===== src/rtl/apcs_pkg.sv =====
// shared types, constants and codes for the airspeed pressure smoother
package apcs_pkg;

  // status codes of a result item
  localparam logic [1:0] ST_REJECT = 2'd0;
  localparam logic [1:0] ST_CAL    = 2'd1;
  localparam logic [1:0] ST_VALID  = 2'd2;

  // configuration register indexes
  localparam int unsigned CFG_IDX_W = 2;
  localparam logic [CFG_IDX_W-1:0] CFG_ALPHA_MIN = 2'd0;
  localparam logic [CFG_IDX_W-1:0] CFG_ALPHA_MAX = 2'd1;
  localparam logic [CFG_IDX_W-1:0] CFG_DEV_LOW   = 2'd2;
  localparam logic [CFG_IDX_W-1:0] CFG_DEV_HIGH  = 2'd3;
  localparam int unsigned CFG_DATA_W = 16;

  // configuration reset values
  localparam logic [15:0] ALPHA_MIN_RST = 16'd3277;
  localparam logic [15:0] ALPHA_MAX_RST = 16'd32768;
  localparam logic [13:0] DEV_LOW_RST   = 14'd2;
  localparam logic [13:0] DEV_HIGH_RST  = 14'd40;

  // calibration counts
  localparam logic [8:0] CAL_DONE_COUNT = 9'd256;
  localparam logic [8:0] CAL_SUM_START  = 9'd128;

  // largest reportable smoothed value
  localparam logic [21:0] SMOOTH_MAX = 22'h3FFFFF;

  // rounding constant for the Q0.16 step
  localparam logic signed [41:0] Q16_HALF = 42'sd32768;

  // queue between front and back
  localparam int unsigned QDEPTH  = 2;
  localparam int unsigned QPTR_W  = (QDEPTH > 1) ? $clog2(QDEPTH) : 1;
  localparam int unsigned QCNT_W  = $clog2(QDEPTH + 1);

  // gain interpolation divider
  localparam int unsigned DIV_NUM_W   = 38;
  localparam int unsigned DIV_DEN_W   = 22;
  localparam int unsigned DIV_STEPS   = 16;
  localparam int unsigned DIV_CNT_W   = $clog2(DIV_STEPS + 1);

  // configuration register set
  typedef struct packed {
    logic [15:0] alpha_min;
    logic [15:0] alpha_max;
    logic [13:0] dev_low;
    logic [13:0] dev_high;
  } cfg_t;

  // classified frame: good flag and centred 14-bit count (two's complement)
  typedef struct packed {
    logic        good;
    logic [13:0] centred;
  } item_t;

endpackage


===== src/rtl/apcs_front.sv =====
// front end: accepts sensor frames, flags them good or bad on status and centres the count
module apcs_front (
  input  logic                 clk,
  input  logic                 rst_n,
  input  logic                 in_valid,
  output logic                 in_ready,
  input  logic [7:0]           in_status_pressure_hi,
  input  logic [7:0]           in_pressure_lo,
  output logic                 q_valid,
  output apcs_pkg::item_t      q_item,
  input  logic                 q_ready
);
  import apcs_pkg::*;

  logic  front_valid_r, front_valid_nxt;
  item_t front_item_r;
  item_t classified;

  // status bits reject the frame; subtracting 0x2000 flips count bit 13
  always_comb begin
    classified.good    = (in_status_pressure_hi[7:6] == 2'b00);
    classified.centred = {~in_status_pressure_hi[5], in_status_pressure_hi[4:0],
                          in_pressure_lo};
  end

  assign in_ready = !front_valid_r || q_ready;

  always_comb begin
    front_valid_nxt = front_valid_r;
    if (in_valid && in_ready) begin
      front_valid_nxt = 1'b1;
    end else if (q_ready) begin
      front_valid_nxt = 1'b0;
    end
  end

  // holding register
  always_ff @(posedge clk) begin
    if (!rst_n) begin
      front_valid_r <= 1'b0;
    end else begin
      front_valid_r <= front_valid_nxt;
    end
  end

  always_ff @(posedge clk) begin
    if (in_valid && in_ready) begin
      front_item_r <= classified;
    end
  end

  assign q_valid = front_valid_r;
  assign q_item  = front_item_r;

endmodule


===== src/rtl/apcs_queue.sv =====
// short item queue between the front end and the back end
module apcs_queue (
  input  logic            clk,
  input  logic            rst_n,
  input  logic            push_valid,
  input  apcs_pkg::item_t push_item,
  output logic            push_ready,
  output logic            pop_valid,
  output apcs_pkg::item_t pop_item,
  input  logic            pop
);
  import apcs_pkg::*;

  item_t              q_mem [QDEPTH];
  logic [QPTR_W-1:0]  wr_ptr_r, wr_ptr_nxt;
  logic [QPTR_W-1:0]  rd_ptr_r, rd_ptr_nxt;
  logic [QCNT_W-1:0]  count_r, count_nxt;
  logic               do_push;
  logic               do_pop;

  assign push_ready = (count_r != QCNT_W'(QDEPTH));
  assign pop_valid  = (count_r != '0);
  assign pop_item   = q_mem[rd_ptr_r];
  assign do_push    = push_valid && push_ready;
  assign do_pop     = pop && pop_valid;

  // pointer and fill updates
  always_comb begin
    wr_ptr_nxt = wr_ptr_r;
    rd_ptr_nxt = rd_ptr_r;
    count_nxt  = count_r;
    if (do_push) begin
      wr_ptr_nxt = (wr_ptr_r == QPTR_W'(QDEPTH - 1)) ? '0 : wr_ptr_r + 1'b1;
    end
    if (do_pop) begin
      rd_ptr_nxt = (rd_ptr_r == QPTR_W'(QDEPTH - 1)) ? '0 : rd_ptr_r + 1'b1;
    end
    if (do_push && !do_pop) begin
      count_nxt = count_r + 1'b1;
    end else if (!do_push && do_pop) begin
      count_nxt = count_r - 1'b1;
    end
  end

  always_ff @(posedge clk) begin
    if (!rst_n) begin
      wr_ptr_r <= '0;
      rd_ptr_r <= '0;
      count_r  <= '0;
    end else begin
      wr_ptr_r <= wr_ptr_nxt;
      rd_ptr_r <= rd_ptr_nxt;
      count_r  <= count_nxt;
    end
  end

  // entry storage
  always_ff @(posedge clk) begin
    if (do_push) begin
      q_mem[wr_ptr_r] <= push_item;
    end
  end

endmodule


===== src/rtl/apcs_div.sv =====
// restoring divider for the gain interpolation, one quotient bit per cycle
module apcs_div (
  input  logic                           clk,
  input  logic                           rst_n,
  input  logic                           start,
  input  logic [apcs_pkg::DIV_NUM_W-1:0] num,
  input  logic [apcs_pkg::DIV_DEN_W-1:0] den,
  output logic                           done,
  output logic [apcs_pkg::DIV_STEPS-1:0] quot
);
  import apcs_pkg::*;

  logic                 busy_r, busy_nxt;
  logic                 done_r, done_nxt;
  logic [DIV_CNT_W-1:0] cnt_r, cnt_nxt;
  logic [DIV_DEN_W-1:0] rem_r, rem_nxt;
  logic [DIV_STEPS-1:0] shq_r, shq_nxt;
  logic [DIV_DEN_W-1:0] den_r, den_nxt;
  logic [DIV_DEN_W+1:0] trial;
  logic                 ge;

  // trial subtract of the divisor from the shifted remainder
  assign trial = {1'b0, rem_r, shq_r[DIV_STEPS-1]} - {2'b00, den_r};
  assign ge    = !trial[DIV_DEN_W+1];

  always_comb begin
    busy_nxt = busy_r;
    done_nxt = 1'b0;
    cnt_nxt  = cnt_r;
    rem_nxt  = rem_r;
    shq_nxt  = shq_r;
    den_nxt  = den_r;
    if (start) begin
      // quotient fits in DIV_STEPS bits, so the top part is below the divisor
      busy_nxt = 1'b1;
      cnt_nxt  = '0;
      rem_nxt  = num[DIV_NUM_W-1:DIV_STEPS];
      shq_nxt  = num[DIV_STEPS-1:0];
      den_nxt  = den;
    end else if (busy_r) begin
      rem_nxt = ge ? trial[DIV_DEN_W-1:0] : {rem_r[DIV_DEN_W-2:0], shq_r[DIV_STEPS-1]};
      shq_nxt = {shq_r[DIV_STEPS-2:0], ge};
      cnt_nxt = cnt_r + 1'b1;
      if (cnt_r == DIV_CNT_W'(DIV_STEPS - 1)) begin
        busy_nxt = 1'b0;
        done_nxt = 1'b1;
      end
    end
  end

  always_ff @(posedge clk) begin
    if (!rst_n) begin
      busy_r <= 1'b0;
      done_r <= 1'b0;
      cnt_r  <= '0;
    end else begin
      busy_r <= busy_nxt;
      done_r <= done_nxt;
      cnt_r  <= cnt_nxt;
    end
  end

  always_ff @(posedge clk) begin
    rem_r <= rem_nxt;
    shq_r <= shq_nxt;
    den_r <= den_nxt;
  end

  assign done = done_r;
  assign quot = shq_r;

endmodule


===== src/rtl/apcs_back.sv =====
// back end: calibration, adaptive gain and smoother update, result register
module apcs_back (
  input  logic            clk,
  input  logic            rst_n,
  input  apcs_pkg::cfg_t  cfg,
  input  logic            q_valid,
  input  apcs_pkg::item_t q_item,
  output logic            q_pop,
  output logic            out_valid,
  input  logic            out_ready,
  output logic [1:0]      out_status,
  output logic [21:0]     out_diff_pressure
);
  import apcs_pkg::*;

  typedef enum logic [11:0] {
    S_IDLE  = 12'b0000_0000_0001,
    S_DEV   = 12'b0000_0000_0010,
    S_ABS   = 12'b0000_0000_0100,
    S_SEL   = 12'b0000_0000_1000,
    S_MUL   = 12'b0000_0001_0000,
    S_DIVS  = 12'b0000_0010_0000,
    S_DIV   = 12'b0000_0100_0000,
    S_ALPHA = 12'b0000_1000_0000,
    S_STEP  = 12'b0001_0000_0000,
    S_RND   = 12'b0010_0000_0000,
    S_SUM   = 12'b0100_0000_0000,
    S_FIN   = 12'b1000_0000_0000
  } state_t;

  state_t state_r, state_nxt;

  // model state
  logic               calibrated_r, calibrated_nxt;
  logic [8:0]         cal_count_r, cal_count_nxt;
  logic signed [21:0] cal_sum_r, cal_sum_nxt;
  logic signed [21:0] zero_off_r, zero_off_nxt;
  logic [21:0]        smoothed_r, smoothed_nxt;

  // working registers
  logic signed [23:0] sample_r, sample_nxt;
  logic signed [24:0] diff_r, diff_nxt;
  logic [23:0]        dev_r, dev_nxt;
  logic [15:0]        amag_r, amag_nxt;
  logic               aneg_r, aneg_nxt;
  logic [21:0]        off_r, off_nxt;
  logic [21:0]        span_r, span_nxt;
  logic [37:0]        prod_r, prod_nxt;
  logic [15:0]        alpha_r, alpha_nxt;
  logic signed [41:0] prod2_r, prod2_nxt;
  logic signed [25:0] step_r, step_nxt;
  logic signed [26:0] sum_r, sum_nxt;

  // result register
  logic               out_valid_r, out_valid_nxt;
  logic [1:0]         out_status_r, out_status_nxt;
  logic [21:0]        out_diff_r, out_diff_nxt;

  logic               out_free;
  logic               div_start;
  logic               div_done;
  logic [15:0]        div_quot;
  logic [8:0]         cnt_inc;
  logic [21:0]        low8;
  logic [21:0]        high8;
  logic [24:0]        diff_neg;
  logic [23:0]        dev_less_low;
  logic signed [41:0] rnd;
  logic [26:0]        sum_mag;
  logic [21:0]        sat;

  assign out_free  = !out_valid_r || out_ready;
  assign q_pop     = (state_r == S_IDLE) && q_valid &&
                     (out_free || (q_item.good && calibrated_r));
  assign div_start = (state_r == S_DIVS);
  assign cnt_inc   = cal_count_r + 1'b1;
  assign low8      = {cfg.dev_low, 8'h00};
  assign high8     = {cfg.dev_high, 8'h00};
  assign diff_neg  = -diff_r;
  assign dev_less_low = dev_r - {2'b00, low8};
  assign rnd       = prod2_r + Q16_HALF;
  assign sum_mag   = sum_r[26] ? -sum_r : sum_r;
  assign sat       = (sum_mag > {5'b0, SMOOTH_MAX}) ? SMOOTH_MAX : sum_mag[21:0];

  apcs_div u_div (
    .clk   (clk),
    .rst_n (rst_n),
    .start (div_start),
    .num   (prod_r),
    .den   (span_r),
    .done  (div_done),
    .quot  (div_quot)
  );

  // sequencer and datapath
  always_comb begin
    state_nxt      = state_r;
    calibrated_nxt = calibrated_r;
    cal_count_nxt  = cal_count_r;
    cal_sum_nxt    = cal_sum_r;
    zero_off_nxt   = zero_off_r;
    smoothed_nxt   = smoothed_r;
    sample_nxt     = sample_r;
    diff_nxt       = diff_r;
    dev_nxt        = dev_r;
    amag_nxt       = amag_r;
    aneg_nxt       = aneg_r;
    off_nxt        = off_r;
    span_nxt       = span_r;
    prod_nxt       = prod_r;
    alpha_nxt      = alpha_r;
    prod2_nxt      = prod2_r;
    step_nxt       = step_r;
    sum_nxt        = sum_r;
    out_valid_nxt  = out_valid_r && !out_ready;
    out_status_nxt = out_status_r;
    out_diff_nxt   = out_diff_r;

    case (state_r)
      S_IDLE: begin
        if (q_pop) begin
          if (!q_item.good) begin
            // rejected frame leaves all state alone
            out_valid_nxt  = 1'b1;
            out_status_nxt = ST_REJECT;
            out_diff_nxt   = '0;
          end else if (!calibrated_r) begin
            // calibration: skip the first frames, sum the next, then take the mean
            cal_count_nxt = cnt_inc;
            if (cnt_inc == CAL_DONE_COUNT) begin
              zero_off_nxt   = {cal_sum_r[20:0], 1'b0};
              calibrated_nxt = 1'b1;
            end else if (cnt_inc >= CAL_SUM_START) begin
              cal_sum_nxt = cal_sum_r + {{8{q_item.centred[13]}}, q_item.centred};
            end
            out_valid_nxt  = 1'b1;
            out_status_nxt = ST_CAL;
            out_diff_nxt   = '0;
          end else begin
            // offset-corrected sample in Q.8
            sample_nxt = {{2{q_item.centred[13]}}, q_item.centred, 8'h00} -
                         {{2{zero_off_r[21]}}, zero_off_r};
            state_nxt  = S_DEV;
          end
        end
      end
      S_DEV: begin
        diff_nxt  = {sample_r[23], sample_r} - {3'b000, smoothed_r};
        state_nxt = S_ABS;
      end
      S_ABS: begin
        dev_nxt   = diff_r[24] ? diff_neg[23:0] : diff_r[23:0];
        state_nxt = S_SEL;
      end
      S_SEL: begin
        // gain clamps first, else prepare the interpolation
        amag_nxt = (cfg.alpha_max >= cfg.alpha_min) ? cfg.alpha_max - cfg.alpha_min
                                                     : cfg.alpha_min - cfg.alpha_max;
        aneg_nxt = (cfg.alpha_max < cfg.alpha_min);
        off_nxt  = dev_less_low[21:0];
        span_nxt = high8 - low8;
        if (dev_r <= {2'b00, low8}) begin
          alpha_nxt = cfg.alpha_min;
          state_nxt = S_STEP;
        end else if (dev_r >= {2'b00, high8}) begin
          alpha_nxt = cfg.alpha_max;
          state_nxt = S_STEP;
        end else begin
          state_nxt = S_MUL;
        end
      end
      S_MUL: begin
        prod_nxt  = amag_r * off_r;
        state_nxt = S_DIVS;
      end
      S_DIVS: begin
        state_nxt = S_DIV;
      end
      S_DIV: begin
        if (div_done) begin
          state_nxt = S_ALPHA;
        end
      end
      S_ALPHA: begin
        // quotient stays below the gain span, so no wrap
        alpha_nxt = aneg_r ? cfg.alpha_min - div_quot : cfg.alpha_min + div_quot;
        state_nxt = S_STEP;
      end
      S_STEP: begin
        prod2_nxt = $signed({1'b0, alpha_r}) * diff_r;
        state_nxt = S_RND;
      end
      S_RND: begin
        // round to nearest, ties upward
        step_nxt  = rnd[41:16];
        state_nxt = S_SUM;
      end
      S_SUM: begin
        sum_nxt   = {5'b00000, smoothed_r} + {step_r[25], step_r};
        state_nxt = S_FIN;
      end
      S_FIN: begin
        if (out_free) begin
          smoothed_nxt   = sat;
          out_valid_nxt  = 1'b1;
          out_status_nxt = ST_VALID;
          out_diff_nxt   = sat;
          state_nxt      = S_IDLE;
        end
      end
      default: begin
        state_nxt = S_IDLE;
      end
    endcase
  end

  // control and model state
  always_ff @(posedge clk) begin
    if (!rst_n) begin
      state_r      <= S_IDLE;
      calibrated_r <= 1'b0;
      cal_count_r  <= '0;
      cal_sum_r    <= '0;
      zero_off_r   <= '0;
      smoothed_r   <= '0;
      out_valid_r  <= 1'b0;
    end else begin
      state_r      <= state_nxt;
      calibrated_r <= calibrated_nxt;
      cal_count_r  <= cal_count_nxt;
      cal_sum_r    <= cal_sum_nxt;
      zero_off_r   <= zero_off_nxt;
      smoothed_r   <= smoothed_nxt;
      out_valid_r  <= out_valid_nxt;
    end
  end

  // working and result payload
  always_ff @(posedge clk) begin
    sample_r     <= sample_nxt;
    diff_r       <= diff_nxt;
    dev_r        <= dev_nxt;
    amag_r       <= amag_nxt;
    aneg_r       <= aneg_nxt;
    off_r        <= off_nxt;
    span_r       <= span_nxt;
    prod_r       <= prod_nxt;
    alpha_r      <= alpha_nxt;
    prod2_r      <= prod2_nxt;
    step_r       <= step_nxt;
    sum_r        <= sum_nxt;
    out_status_r <= out_status_nxt;
    out_diff_r   <= out_diff_nxt;
  end

  assign out_valid         = out_valid_r;
  assign out_status        = out_status_r;
  assign out_diff_pressure = out_diff_r;

endmodule


===== src/rtl/airspeed_pressure_calib_smoother.sv =====
// top level: configuration registers, front end, queue and back end
// rejected and calibrating frames pass the front holding register, the queue and the result register
// smoothed frames step through DEV, ABS, SEL, STEP, RND, SUM and FIN, adding MUL, DIVS, DIV, ALPHA if interpolated
// the back end takes no new frame until the current smoothed frame has left S_FIN
// throughput: rejected and calibrating frames pass at one per cycle while out_ready is high and the back end is idle
// reset: synchronous active low, clears calibration, smoother and registers to defaults
module airspeed_pressure_calib_smoother (
  input  logic                               clk,
  input  logic                               rst_n,
  input  logic                               in_valid,
  output logic                               in_ready,
  input  logic [7:0]                         in_status_pressure_hi,
  input  logic [7:0]                         in_pressure_lo,
  output logic                               out_valid,
  input  logic                               out_ready,
  output logic [1:0]                         out_status,
  output logic [21:0]                        out_diff_pressure,
  input  logic                               cfg_valid,
  output logic                               cfg_ready,
  input  logic [apcs_pkg::CFG_IDX_W-1:0]     cfg_index,
  input  logic [apcs_pkg::CFG_DATA_W-1:0]    cfg_data
);
  import apcs_pkg::*;

  cfg_t  cfg_r, cfg_nxt;
  logic  fq_valid;
  item_t fq_item;
  logic  fq_ready;
  logic  qb_valid;
  item_t qb_item;
  logic  qb_pop;

  assign cfg_ready = 1'b1;

  // register writes
  always_comb begin
    cfg_nxt = cfg_r;
    if (cfg_valid) begin
      case (cfg_index)
        CFG_ALPHA_MIN: cfg_nxt.alpha_min = cfg_data;
        CFG_ALPHA_MAX: cfg_nxt.alpha_max = cfg_data;
        CFG_DEV_LOW:   cfg_nxt.dev_low   = cfg_data[13:0];
        CFG_DEV_HIGH:  cfg_nxt.dev_high  = cfg_data[13:0];
        default:       cfg_nxt = cfg_r;
      endcase
    end
  end

  always_ff @(posedge clk) begin
    if (!rst_n) begin
      cfg_r.alpha_min <= ALPHA_MIN_RST;
      cfg_r.alpha_max <= ALPHA_MAX_RST;
      cfg_r.dev_low   <= DEV_LOW_RST;
      cfg_r.dev_high  <= DEV_HIGH_RST;
    end else begin
      cfg_r <= cfg_nxt;
    end
  end

  apcs_front u_front (
    .clk                   (clk),
    .rst_n                 (rst_n),
    .in_valid              (in_valid),
    .in_ready              (in_ready),
    .in_status_pressure_hi (in_status_pressure_hi),
    .in_pressure_lo        (in_pressure_lo),
    .q_valid               (fq_valid),
    .q_item                (fq_item),
    .q_ready               (fq_ready)
  );

  apcs_queue u_queue (
    .clk        (clk),
    .rst_n      (rst_n),
    .push_valid (fq_valid),
    .push_item  (fq_item),
    .push_ready (fq_ready),
    .pop_valid  (qb_valid),
    .pop_item   (qb_item),
    .pop        (qb_pop)
  );

  apcs_back u_back (
    .clk               (clk),
    .rst_n             (rst_n),
    .cfg               (cfg_r),
    .q_valid           (qb_valid),
    .q_item            (qb_item),
    .q_pop             (qb_pop),
    .out_valid         (out_valid),
    .out_ready         (out_ready),
    .out_status        (out_status),
    .out_diff_pressure (out_diff_pressure)
  );

endmodule


===== config.mk =====
export PLATFORM = sky130hd
export DESIGN_NAME = airspeed_pressure_calib_smoother
export DESIGN_NICKNAME = d
export VERILOG_FILES = /design/src/rtl/apcs_pkg.sv /design/src/rtl/apcs_front.sv /design/src/rtl/apcs_queue.sv /design/src/rtl/apcs_div.sv /design/src/rtl/apcs_back.sv /design/src/rtl/airspeed_pressure_calib_smoother.sv
export SDC_FILE = /design/constraint.sdc
export NUM_CORES = 2
export LEC_CHECK = 0
export BUFFER_PORTS_ARGS = -buffer_cell sky130_fd_sc_hd__buf_4
export CORE_MARGIN = 3
export CORE_UTILIZATION = 60
export DETAILED_ROUTE_END_ITERATION = 16
export PLACE_DENSITY_LB_ADDON = 0.1
export SLEW_MARGIN = 40
export SYNTH_ARGS = -nofsm -noshare
export SYNTH_HDL_FRONTEND = slang
export SYNTH_SLANG_ARGS = --single-unit
export TNS_END_PERCENT = 5

===== constraint.sdc =====
create_clock -name clk -period 15.3 [get_ports clk]
set_input_delay 0.765 -clock clk [delete_from_list [all_inputs] [get_ports clk]]
set_output_delay 0.765 -clock clk [all_outputs]
set_load 0.005 [all_outputs]

==> impl_metrics.ini <==
[run_status]
status = finished, final reports clean

[setup_path]
slowest_stage = edfxtp_1
critPathMaxStageDelay_ns = 0.85
crit_path_end_kind = register
path_max_fanout = 22
critPathLaunch = u_back.amag_r[4]
crit_path_start_kind = register
endpoint = u_back.prod_r[37]
r2r_start = u_back.amag_r[4]
r2r_end = u_back.prod_r[37]
critPathArrivalTime_ns = 7.94
timing.reg2reg.setup_slack_ns = 7.69
critical_path_required_ns = 15.63
cp_cell_sequence = nand2_1 -> fa_1 -> inv_1 -> fa_1 -> fa_1 -> inv_1 -> fa_1 -> inv_1 -> fa_1 -> inv_1 -> fa_1 -> inv_1 -> ha_1 -> nand4_1 -> or3_1 -> or4_1 -> a211oi_1 -> nor2_1 -> o21ai_0 -> a211o_1 -> a21oi_1 -> xnor2_1
cp_common_cell = fa_1
reg2reg_depth = 22
path_class = register to register

[global_routing]
grtUsageMet2 = 0.5065
overflow = 0
gr-usage-met1 = 0.3843
grt_pass1_vias = 39174
grt_use_total = 0.2943
grt-busiest-layer = met2
grt_pass1_wl_mm = 211.0
antenna_found_initial = 0
grtUsageMet3 = 0.03339
grt_max_degree = 69

[power]
ir_worst_vdd_uv = 94.08
pwr_density_cell_mw_per_mm2 = 60.98
leakage_uw = 0.02584

[drt]
routed_via_density = 5.595
num_vias = 37775
dr.pass1.iters = 5
wirelength_mm = 130.7
drc = 0
wl_per_cell_um = 19.36
drt-initial-drc-count = 2424
antenna_left = 0

[timing]
setup_violations = 0
finalCritPeriodShare = 0.4974
slew_viol_final = 0
worst_pin_slew_ns = 0.8829
skew_ns = 0.07549
final.min_clock_period_ns = 7.611
hold_violations = 0
rsz0062_at_grt = no
fmax_mhz = 131.4
slew_headroom = 0.4096
whs_ns = 0.2908
fin_tns_setup_ns = 0

[place]
gp_congestion = 0.9364
dp_hpwl_mm = 103.0
io_buffers = 64
dp.cells = 6634

[synthesis]
seq_area_frac_synth = 0.2740
synth.distinct_cells = 77
ys_ff_latch = 538
yosysWarnings = 0
synthMuxAreaShare = 0.01816
synthSimpleGateAreaFrac = 0.1483
syn-num-nets = 6664
synth_edf_count = 378
synth_ff_type = edfxtp_1
synthAdderAreaFrac = 0.3445
synth-async-reset-ratio = 0
synthCells = 5562
synth.avg_cell_area_um2 = 9.550
syn_area_mm2 = 0.05311
synth_top_family_by_area = adder cells
synth_xor_area_frac = 0.04683
synth-compound-area-share = 0.08240

[floorplan]
core_area_mm2 = 0.08729
ioPinCount = 66
die_h_um = 303.5
die_w_um = 303.5
num_rows = 108
die_area_mm2 = 0.09213
initial_core_util = 0.6085

[hold_path]
hp-class = primary input to register

[layout]
n_antenna_cell = 0
syn_to_final_growth_pct = 7.324
utilization = 0.6530
n_fill_cell = 7242
layout.cells.non_filler = 6751
drive_gt1_frac = 0.05325
nets = 6650

[clocking]
clock_path_buffers = 3
clkSlewWorstSetupHoldPaths_ns = 0.06
cts_made_buffers = 57
post-cts-setup-buffers = 0
clockRootBuffer = clkbuf_16
clk_latency_ns = 0.65
h-tree-depth = 2
cts_resized = 0
cts.sinks = 538
ctsHoldBuffers = 0
tritoncts = done

[run]
max_cap_viol_count = 0
[metrics by stage]
stage / total power (uW) / instance area, um2 / setup slack [ns]
after floorplan: 1930 / 53110 / 8.853
after detailed placement: 2072 / 54920 / 7.700
final: 3476 / 57000 / 7.689
after CTS: 3506 / 56870 / 7.575
after global routing: 3610 / 57000 / 7.246
after global placement: 2067 / 54560 / 7.665
[flip-flops by register name (all words and copies together), names as in the netlist, 14 cells and up, named ones only]
signal and flops:
u_back.prod_r 38, u_back.out_diff_pressure 22, u_back.diff_r 24, u_back.step_r 26, u_back.amag_r 16, u_back.sum_r 27
u_queue.q_mem 30, u_front.q_item 15, u_back.u_div.rem_r 22, u_back.u_div.den_r 14, cfg_r 60, u_back.sample_r 22
u_back.u_div.quot 16, u_back.span_r 14, u_back.dev_r 24, u_back.zero_off_r 21, u_back.alpha_r 16, u_back.smoothed_r 22
u_back.off_r 22, u_back.prod2_r 27, u_back.cal_sum_r 21
[logic make-up (layout without fill, tap and decap cells)]
kind of cell | Yosys count | in the layout
and+or+nand+nor | 1677 | 1677
adders and majority gates | 1063 | 1063
AOI/OAI and AO/OA | 697 | 697
DFF | 538 | 538
xor gates and xnor gates | 284 | 284
buffers and inverters | 1208 | 1242
muxes | 94 | 94
other | 1 | 1
[cell usage after synthesis, drive strengths merged (36+ instances only)]
cell type  instances  share of area
nor2b             36         0.0042
mux2i             78          0.015
xnor2            191          0.031
clkbuf           185          0.013
xor2              93          0.015
nor3              59         0.0056
and2             294          0.035
dfxtp            160          0.060
and3              41         0.0048
o21ai            133          0.013
a21oi            265          0.025
ha               397          0.094
nor2             270          0.019
fa               666           0.25
nand2            762          0.054
nand2b            37         0.0044
edfxtp           378           0.21
nand3             54         0.0051
a21o              70         0.0099
inv              998          0.071
[power by group]
group | internal, uW | total, uW | switching (uW)
Clock | 840 | 1430 | 594
Combinational | 170 | 397 | 227
Sequential | 1610 | 1650 | 32.4
Total | 2620 | 3480 | 854
[cell type report]
type,instances,area [um2],share of cell area
Clock buffer,80,1574,0.02761
Clock inverter,27,377.9,0.006629
Inverter,998,3749,0.06576
Multi-Input combinational cell,3816,34120,0.5985
Sequential cell,538,14550,0.2553
Tap cell,1155,1445,0.02535
Timing Repair Buffer,137,1190,0.02087
[how the worst min path moves through the flow]
stage               slack, ns  depth (start not counted)                     start                     end
floorplan                0.40                          0         u_back.span_r[10]  u_back.u_div.den_r[10]
global placement         0.40                          0         u_back.span_r[11]  u_back.u_div.den_r[11]
detailed placement       0.41                          0         u_back.span_r[11]  u_back.u_div.den_r[11]
CTS                      0.25                          1         in_pressure_lo[4]       u_front.q_item[4]
global route             0.26                          1  in_status_pressure_hi[2]      u_front.q_item[10]
finish                   0.29                          1  in_status_pressure_hi[4]      u_front.q_item[12]
[metal layers]
metal  share of wire  up-vias
met5               0        -
met3           0.053      271
met4           0.042        0
met2            0.49     1001
met1            0.41    18796
li1                -    17707
[critical path, delay by kind of cell (launching register included)]
kind | cells | cell delay (ns)
xor+xnor | 1 | 0.13
buf+inv | 5 | 0.25
simple gates | 5 | 1.37
compound gates | 4 | 1.25
flops | 1 | 0.85
fa+ha+maj | 7 | 3.43
[cells in the final DEF (no fill, tap or decap), drive strengths merged, types with 15 or more instances in the layout]
cell type / n
inv: 999
nand2: 762
fa: 666
ha: 397
edfxtp: 378
and2: 294
nor2: 270
a21oi: 265
xnor2: 191
dfxtp: 160
buf: 136
o21ai: 133
xor2: 93
clkbuf: 80
mux2i: 78
a21o: 70
nor3: 59
nand3: 54
and3: 41
nand2b: 37
nor2b: 36
or3: 27
a211oi: 27
o31ai: 26
nand4: 24
o21a: 22
o21bai: 21
a31oi: 20
clkinv: 19
o211ai: 17
mux2: 16
a21boi: 15
nor4: 15
Power figures use the tool's default switching activity.
